--- src/design/utf8d_pkg.sv ---
// ----------------------------------------------------------------------------
// utf8d_pkg
// Types, constants and helper functions shared by the UTF-8 decoder files.
// ----------------------------------------------------------------------------
package utf8d_pkg;

    localparam int BYTE_W = 8;
    localparam int CP_W   = 32;
    localparam int CNT_W  = 2;

    // Per-string decode state
    typedef struct packed {
        logic [CP_W-1:0]  acc;        // bytes of the sequence being built
        logic [CNT_W-1:0] remaining;  // continuation bytes still expected
        logic [CNT_W-1:0] trailers;   // trailing count of current sequence
        logic             err_seen;   // sticky error for this string
    } t_dec_state;

    // One result beat
    typedef struct packed {
        logic [CP_W-1:0] code_point;
        logic            error;
        logic            eos;
    } t_result;

    // Offsets removed from the raw accumulation, indexed by trailing count
    localparam logic [CP_W-1:0] SEQ_OFFSET_0 = '0;
    localparam logic [CP_W-1:0] SEQ_OFFSET_1 = CP_W'((32'hC0 << 6) | 32'h80);
    localparam logic [CP_W-1:0] SEQ_OFFSET_2 =
        CP_W'((32'hE0 << 12) | (32'h80 << 6) | 32'h80);
    localparam logic [CP_W-1:0] SEQ_OFFSET_3 =
        CP_W'((32'hF0 << 18) | (32'h80 << 12) | (32'h80 << 6) | 32'h80);

    // First byte value that is never a valid lead
    localparam logic [BYTE_W-1:0] BAD_LEAD_MIN = 8'hF8;

    function automatic logic [CP_W-1:0] seq_offset(input logic [CNT_W-1:0] trl);
        logic [CP_W-1:0] off;
        unique case (trl)
            2'd0:    off = SEQ_OFFSET_0;
            2'd1:    off = SEQ_OFFSET_1;
            2'd2:    off = SEQ_OFFSET_2;
            default: off = SEQ_OFFSET_3;
        endcase
        return off;
    endfunction

    // Trailing count from the lead byte (bad leads handled by the caller)
    function automatic logic [CNT_W-1:0] lead_trailers(input logic [BYTE_W-1:0] b);
        logic [CNT_W-1:0] t;
        priority if (b >= 8'hF0) begin
            t = 2'd3;
        end else if (b >= 8'hE0) begin
            t = 2'd2;
        end else if (b >= 8'hC0) begin
            t = 2'd1;
        end else begin
            t = 2'd0;
        end
        return t;
    endfunction

endpackage

--- src/design/utf8d_core.sv ---
// ----------------------------------------------------------------------------
// utf8d_core
// Decode state register and the single-pass step logic: one byte in,
// at most one result out per cycle in which i_step is high.
// ----------------------------------------------------------------------------
module utf8d_core (
    input  logic                          i_clk,
    input  logic                          i_rst_n,
    input  logic                          i_step,       // consume one byte
    input  logic [utf8d_pkg::BYTE_W-1:0]  i_byte,
    input  logic                          i_last,
    output logic                          o_res_valid,  // result for this byte
    output utf8d_pkg::t_result            o_res,
    output utf8d_pkg::t_dec_state         o_state
);
    import utf8d_pkg::*;

    t_dec_state r_state;
    t_dec_state n_state;

    logic [CP_W-1:0]  acc_next;
    logic [CNT_W-1:0] rem_next;
    logic [CNT_W-1:0] lead_trl;
    logic [CP_W-1:0]  code_val;

    // Datapath pieces
    assign acc_next = {r_state.acc[CP_W-7:0], 6'b0} + CP_W'(i_byte);
    assign rem_next = r_state.remaining - 2'd1;
    assign lead_trl = lead_trailers(i_byte);
    assign code_val = acc_next - seq_offset(r_state.trailers);

    // Step logic
    always_comb begin
        n_state     = r_state;
        o_res_valid = 1'b0;
        o_res       = '0;
        if (r_state.err_seen) begin
            // silent until the last byte, then one error beat
            if (i_last) begin
                o_res_valid = 1'b1;
                o_res.error = 1'b1;
                o_res.eos   = 1'b1;
                n_state     = '0;
            end
        end else if (r_state.remaining == '0) begin
            if (i_byte >= BAD_LEAD_MIN) begin
                n_state.err_seen = 1'b1;
                if (i_last) begin
                    o_res_valid = 1'b1;
                    o_res.error = 1'b1;
                    o_res.eos   = 1'b1;
                    n_state     = '0;
                end
            end else if (lead_trl == '0) begin
                // single-byte sequence, passed through
                o_res_valid      = 1'b1;
                o_res.code_point = CP_W'(i_byte);
                o_res.eos        = i_last;
                if (i_last) begin
                    n_state = '0;
                end
            end else begin
                n_state.acc       = CP_W'(i_byte);
                n_state.remaining = lead_trl;
                n_state.trailers  = lead_trl;
                if (i_last) begin
                    // truncated
                    o_res_valid = 1'b1;
                    o_res.error = 1'b1;
                    o_res.eos   = 1'b1;
                    n_state     = '0;
                end
            end
        end else if (rem_next == '0) begin
            // sequence complete
            o_res_valid      = 1'b1;
            o_res.code_point = code_val;
            o_res.eos        = i_last;
            n_state.acc       = '0;
            n_state.remaining = '0;
            n_state.trailers  = '0;
            if (i_last) begin
                n_state = '0;
            end
        end else begin
            n_state.acc       = acc_next;
            n_state.remaining = rem_next;
            if (i_last) begin
                o_res_valid = 1'b1;
                o_res.error = 1'b1;
                o_res.eos   = 1'b1;
                n_state     = '0;
            end
        end
    end

    always_ff @(posedge i_clk) begin
        if (!i_rst_n) begin
            r_state <= '0;
        end else if (i_step) begin
            r_state <= n_state;
        end
    end

    assign o_state = r_state;

endmodule

--- src/design/utf8_to_utf32_decoder.sv ---
// ----------------------------------------------------------------------------
// utf8_to_utf32_decoder
// Streaming UTF-8 to UTF-32 decoder with an input register and a result
// register around single-pass step logic.
// ----------------------------------------------------------------------------
// One UTF-8 byte is taken per input beat (tlast marks the last byte of a
// string) and a decoded 32-bit code point leaves on the output when a
// sequence completes. The block accepts one byte every cycle unless
// the output stalls; a byte passes through the input register and then
// the result register, which holds its result. Continuation bytes are
// not checked. A lead byte of 0xF8-0xFF or a string that ends inside a
// sequence sets an error: the block then stays silent until the last byte
// and gives one beat with tuser high, tlast high and tdata zero. Code points
// sent before that beat should be dropped by the consumer.
module utf8_to_utf32_decoder (
    input  logic                         i_clk,
    input  logic                         i_rst_n,
    // input stream
    input  logic                         i_s_tvalid,
    output logic                         o_s_tready,
    input  logic [utf8d_pkg::BYTE_W-1:0] i_s_tdata,   // [7:0] byte_value
    input  logic                         i_s_tlast,   // last_byte
    // output stream
    output logic                         o_m_tvalid,
    input  logic                         i_m_tready,
    output logic [utf8d_pkg::CP_W-1:0]   o_m_tdata,   // [31:0] code_point
    output logic                         o_m_tuser,   // [0] error
    output logic                         o_m_tlast    // end_of_string
);
    import utf8d_pkg::*;

    logic              r_in_valid;
    logic [BYTE_W-1:0] r_in_byte;
    logic              r_in_last;
    logic              r_out_valid;
    t_result           r_out;

    logic       advance;
    logic       res_valid;
    t_result    res;
    t_dec_state dec_state;

    // The held byte moves on when the result register is free or draining
    assign advance    = r_in_valid && (!r_out_valid || i_m_tready);
    assign o_s_tready = !r_in_valid || advance;

    // Input register
    always_ff @(posedge i_clk) begin
        if (!i_rst_n) begin
            r_in_valid <= 1'b0;
        end else if (o_s_tready) begin
            r_in_valid <= i_s_tvalid;
        end
    end

    always_ff @(posedge i_clk) begin
        if (o_s_tready && i_s_tvalid) begin
            r_in_byte <= i_s_tdata;
            r_in_last <= i_s_tlast;
        end
    end

    utf8d_core u_core (
        .i_clk       (i_clk),
        .i_rst_n     (i_rst_n),
        .i_step      (advance),
        .i_byte      (r_in_byte),
        .i_last      (r_in_last),
        .o_res_valid (res_valid),
        .o_res       (res),
        .o_state     (dec_state)
    );

    // Result register
    always_ff @(posedge i_clk) begin
        if (!i_rst_n) begin
            r_out_valid <= 1'b0;
        end else if (advance) begin
            r_out_valid <= res_valid;
        end else if (i_m_tready) begin
            r_out_valid <= 1'b0;
        end
    end

    always_ff @(posedge i_clk) begin
        if (advance && res_valid) begin
            r_out <= res;
        end
    end

    assign o_m_tvalid = r_out_valid;
    assign o_m_tdata  = r_out.code_point;
    assign o_m_tuser  = r_out.error;
    assign o_m_tlast  = r_out.eos;

`ifndef ASSERT_OFF
    // an error beat always closes the string and carries no code point
    a_err_beat: assert property (@(posedge i_clk) disable iff (!i_rst_n)
        (o_m_tvalid && o_m_tuser) |-> (o_m_tlast && o_m_tdata == '0))
        else $error("error beat without end mark or with nonzero data");

    // the last byte of a string always gives a result
    a_last_result: assert property (@(posedge i_clk) disable iff (!i_rst_n)
        (advance && r_in_last) |-> res_valid)
        else $error("last byte produced no result");

    // decode state is clean after the last byte of a string
    a_state_clear: assert property (@(posedge i_clk) disable iff (!i_rst_n)
        (advance && r_in_last) |=> (dec_state == '0))
        else $error("decode state not cleared after end of string");

    // no open sequence while in the error state
    a_err_quiet: assert property (@(posedge i_clk) disable iff (!i_rst_n)
        dec_state.err_seen |-> (dec_state.remaining == '0))
        else $error("error state with sequence still open");
`endif

endmodule
--- config.mk ---
export PLATFORM = sky130hd
export DESIGN_NAME = utf8_to_utf32_decoder
export DESIGN_NICKNAME = d
export VERILOG_FILES = /design/src/design/utf8d_pkg.sv /design/src/design/utf8d_core.sv /design/src/design/utf8_to_utf32_decoder.sv
export SDC_FILE = /design/constraint.sdc
export NUM_CORES = 1
export LEC_CHECK = 0
export BUFFER_PORTS_ARGS = -buffer_cell sky130_fd_sc_hd__buf_2
export CAP_MARGIN = 15
export CORE_MARGIN = 1.5
export CORE_UTILIZATION = 59
export CTS_BUF_LIST = sky130_fd_sc_hd__clkbuf_8 sky130_fd_sc_hd__clkbuf_16
export DETAILED_ROUTE_END_ITERATION = 12
export HOLD_SLACK_MARGIN = 0.12
export PLACE_DENSITY = 0.83
export SETUP_SLACK_MARGIN = 0.3
export SYNTH_ARGS = -nofsm -noshare
export SYNTH_HDL_FRONTEND = slang
export SYNTH_SLANG_ARGS = --single-unit
--- constraint.sdc ---
create_clock -name i_clk -period 8.89 [get_ports i_clk]
set_input_delay 0 -clock i_clk [delete_from_list [all_inputs] [get_ports i_clk]]
set_output_delay 0 -clock i_clk [all_outputs]
set_load 0.05 [all_outputs]
==> summary.txt <==
Placed design
  – Port bufs: 48
  – Dpl ws: 4.80 ns
  – Inst Count DP: 592
  – Final GP Congestion: between 0.9 and 1
  – Detailed placement HPWL: ~7000 microns

Outcome
  – Status: finished clean

Cells and area
  – Fraction of layout instances using a drive strength above 1: 17.0%
  – Nets@finish: 547
  – Fin cells: 621
  – ANT cells: 0
  – Layout Area Growth over Synthesis: 15.3%
  – Core Util, Final: 70.6%

STA
  – Clock Skew: 0.00736 ns
  – Worst Tran Pin Value: 0.789 ns
  – Fmax: 239 MHz
  – Hold Violations, Final: 0
  – Rel. slew slack: 47.3%
  – Final Max Tran Viols: 0
  – Unrepaired setup endpoints after global routing: no
  – Final period util: between 40% and 50%
  – Setup violators final: 0
  – Setup TNS: 0 ns
  – Min Tclk post-route: 4.19 ns
  – Fin worst setup slack: 4.70 ns

Global route
  – Global route overflow: 0
  – Largest net degree at the start of global routing: 34
  – Initial antenna violation count: 0
  – First-pass GRT wire length: 16100 microns
  – GRT Overall Usage: 25.0%
  – Vias in the first global route: between 3000 and 4000

Worst setup path
  – CP endpoint kind: flop
  – Max Fanout on Critical Path: 7
  – Slowest stage delay, CP: 0.47 ns
  – CP Cell Sequence: ha_1, inv_1, fa_1, and3b_1, nand2b_4, or2_2, xnor2_1, ha_1, a21o_1, a21o_1, and2_2, a311o_1, or4_1, a21oi_1
  – Startpoint types: flop
  – Setup CP Type: reg2reg
  – Worst EP required: 9.08 ns
  – Critical path arrival: approximately 4.4 ns
  – CP delay by family, top: simple AND/OR/NAND/NOR gates
  – Buf/Inv on CP: 1
  – Crit-path slowest cell: or4_1

Synthesis
  – Mapped Nets: slightly below 500
  – Synth async-reset ratio: 0%
  – #FFs+latches synth: 76
  – Mean Syn Cell Area: 9.67 sq um
  – Warning count from the yosys run: 0
  – Register area share after synthesis: 44.0%
  – Unique cell type count in the Yosys netlist: 70
  – Synth Flop Type: edfxtp_1
  – Post-Syn Instances: about 460
  – Mapped Area: 0.00444 sq mm
  – Post-synth EDFFs: 43

Floorplan
  – Row Count: 31
  – Die width: 89.8 microns
  – Starting Density: approximately three fifths
  – Area of the core: 0.00725 sq mm
  – Die height: 89.8 microns
  – Die ar.: about 0.0081 sq mm
  – Ports: 49

Clock network
  – Cts bufs inserted: 9
  – # H-tree levels: 3
  – Clock transition at path regs: 0.08 ns
  – Clock buffer depth: 2
  – Clock Sink Count: 76
  – Clock Tree Root: clkbuf_8
  – CTS tree: done
  – Clock Latency Late Sink: ~0.36 ns

Power and ir drop
  – Power Density: 155 mW/mm^2
  – Switching Share: between 20% and 30%
  – Max VDD drop: roughly 0.00013 V
  – Clock share of power: 40.8%
  – P_int: 0.597 mW
  – P_sw: just under 0.2 mW
  – Comb pwr share: 10.5%
  – Sequential Power Share: 48.8%
  – P_leak: 1.89 nW

Routing
  – Via count: ~3700
  – Detailed-route DRC error count: 0
  – 1st-iter DRT viols: 246
  – DRT antenna net count: 0
  – Final wirelength: 9790 microns
  – Via density per instance: 6.00
  – Wire per inst: 15.8 microns
  – Initial DRT Pass Iterations: 5

Flow run
  – Max-cap violation count: 0

Min path
  – Min-Delay Path Class: in2reg
-- through the flow --
| step | instance area, sq um | hold WS (ns) | total power, mW |
|---|---|---|---|
| after floorplan | 4440 | 0.0989 | 0.456 |
| after global placement | 4740 | 0.176 | 0.472 |
| after detailed placement | 4740 | 0.178 | 0.474 |
| after CTS | 5120 | 0.132 | 0.799 |
| after global routing | 5120 | 0.163 | 0.823 |
| final | 5120 | 0.147 | 0.796 |
-- power by group through the flow --
stage | sequential [mW] | clock [mW] | combinational [mW]
2_1_floorplan | 0.423 | 0 | 0.0327
3_3_place_gp | 0.395 | 0 | 0.0767
3_5_place_dp | 0.396 | 0 | 0.0779
4_1_cts | 0.388 | 0.329 | 0.0827
5_1_grt | 0.389 | 0.345 | 0.0889
6_report | 0.388 | 0.324 | 0.0834
-- registers in the layout, summed over array words and instances (netlist names) --
name	flops
o_m_tdata	32
o_m_tlast	1
o_m_tuser	1
o_m_tvalid	1
r_in_byte	8
r_in_last	1
r_in_valid	1
u_core.o_state	31
-- what timing repair did --
| item | CTS | global route |
|---|---|---|
| buffers inserted | 0 | 0 |
| hold buffers | 13 | 0 |
| gates resized for setup | 0 | 0 |
| hold endpoints to repair | 11 | 0 |
-- cell type report --
class / instances / area [sq um]
tap: 99 / 124
timing repair buffer: 65 / 400
sequential: 76 / 1950
clock inverter: 7 / 124
multi-input combinational: 350 / 2340
inverter: 15 / 56.3
clock buffer: 9 / 124
fill: 560 / 2130
-- path summary, 6_finish.rpt --
path              slack [ns]  cells after the start               from                end
hold reg to reg         0.56                      2  u_core.o_state[5]  u_core.o_state[5]
setup reg to reg        4.70                     14       r_in_byte[6]      o_m_tdata[29]
setup / recovery        4.70                     14       r_in_byte[6]      o_m_tdata[29]
hold / removal          0.15                      2            i_rst_n  u_core.o_state[3]
-- cells in the mapped netlist (all sizes together), types with 4 or more instances --
cell type / count / area (sq um)
a21boi: 4 / 30.0
a21o: 7 / 52.6
a21oi: 19 / 95.1
a22oi: 22 / 165
a31oi: 5 / 31.3
and2: 12 / 76.3
and3: 8 / 52.6
buf: 5 / 33.8
clkbuf: 12 / 55.1
dfxtp: 33 / 661
edfxtp: 43 / 1290
ha: 16 / 200
inv: 15 / 56.3
nand2: 36 / 135
nand2b: 4 / 32.5
nand3: 16 / 80.1
nand3b: 4 / 30.0
nand4: 4 / 46.3
nor2: 40 / 153
nor2b: 29 / 181
nor3: 16 / 85.1
nor4: 4 / 25.0
o21a: 4 / 30.0
o21ai: 23 / 115
or3: 7 / 48.8
xnor2: 24 / 236
xor2: 11 / 96.3
-- cells in the final DEF (no fill, tap or decap), types with 3 or more instances in the layout --
| cell type | instances |
|---|---|
| nor2b_1 | 29 |
| bufinv_16 | 3 |
| dlygate4sd3_1 | 13 |
| xor2_1 | 11 |
| nor4_1 | 4 |
| a21boi_0 | 4 |
| nor3_1 | 15 |
| inv_1 | 15 |
| a22oi_1 | 22 |
| nand3b_1 | 4 |
| o21ai_0 | 22 |
| or3_1 | 6 |
| nand2b_1 | 3 |
| o21a_1 | 4 |
| nor3b_1 | 3 |
| and2_1 | 11 |
| a21o_1 | 7 |
| nand2_1 | 36 |
| nor2_1 | 39 |
| nand3_1 | 16 |
| xnor2_1 | 22 |
| buf_4 | 4 |
| clkbuf_8 | 9 |
| o31ai_1 | 3 |
| a31oi_1 | 5 |
| a21oi_1 | 19 |
| dfxtp_1 | 33 |
| buf_2 | 48 |
| edfxtp_1 | 43 |
| ha_1 | 16 |
| and3_1 | 6 |
-- metal layers --
metal	wire length, microns	global-route usage (%)	up-vias
li1	-	-	1780
met1	4100	29.6	1764
met2	4840	42.9	151
met3	583	5.50	29
met4	268	12.4	0
met5	0	0	-
-- logic make-up (layout without fill, tap and decap cells) --
| logic type | after synthesis | count (layout) | synth area share, % |
|---|---|---|---|
| adder cells (fa/ha/maj) | 17 | 17 | 4.96 |
| AO/OA/AOI/OAI | 105 | 105 | 16.0 |
| AND/OR/NAND/NOR | 192 | 192 | 23.6 |
| buffers and inverters | 33 | 96 | 3.52 |
| flip-flops | 76 | 76 | 44.0 |
| multiplexers | 1 | 1 | 0.507 |
| XOR/XNOR | 35 | 35 | 7.50 |
(Power assumes the default switching activity.)
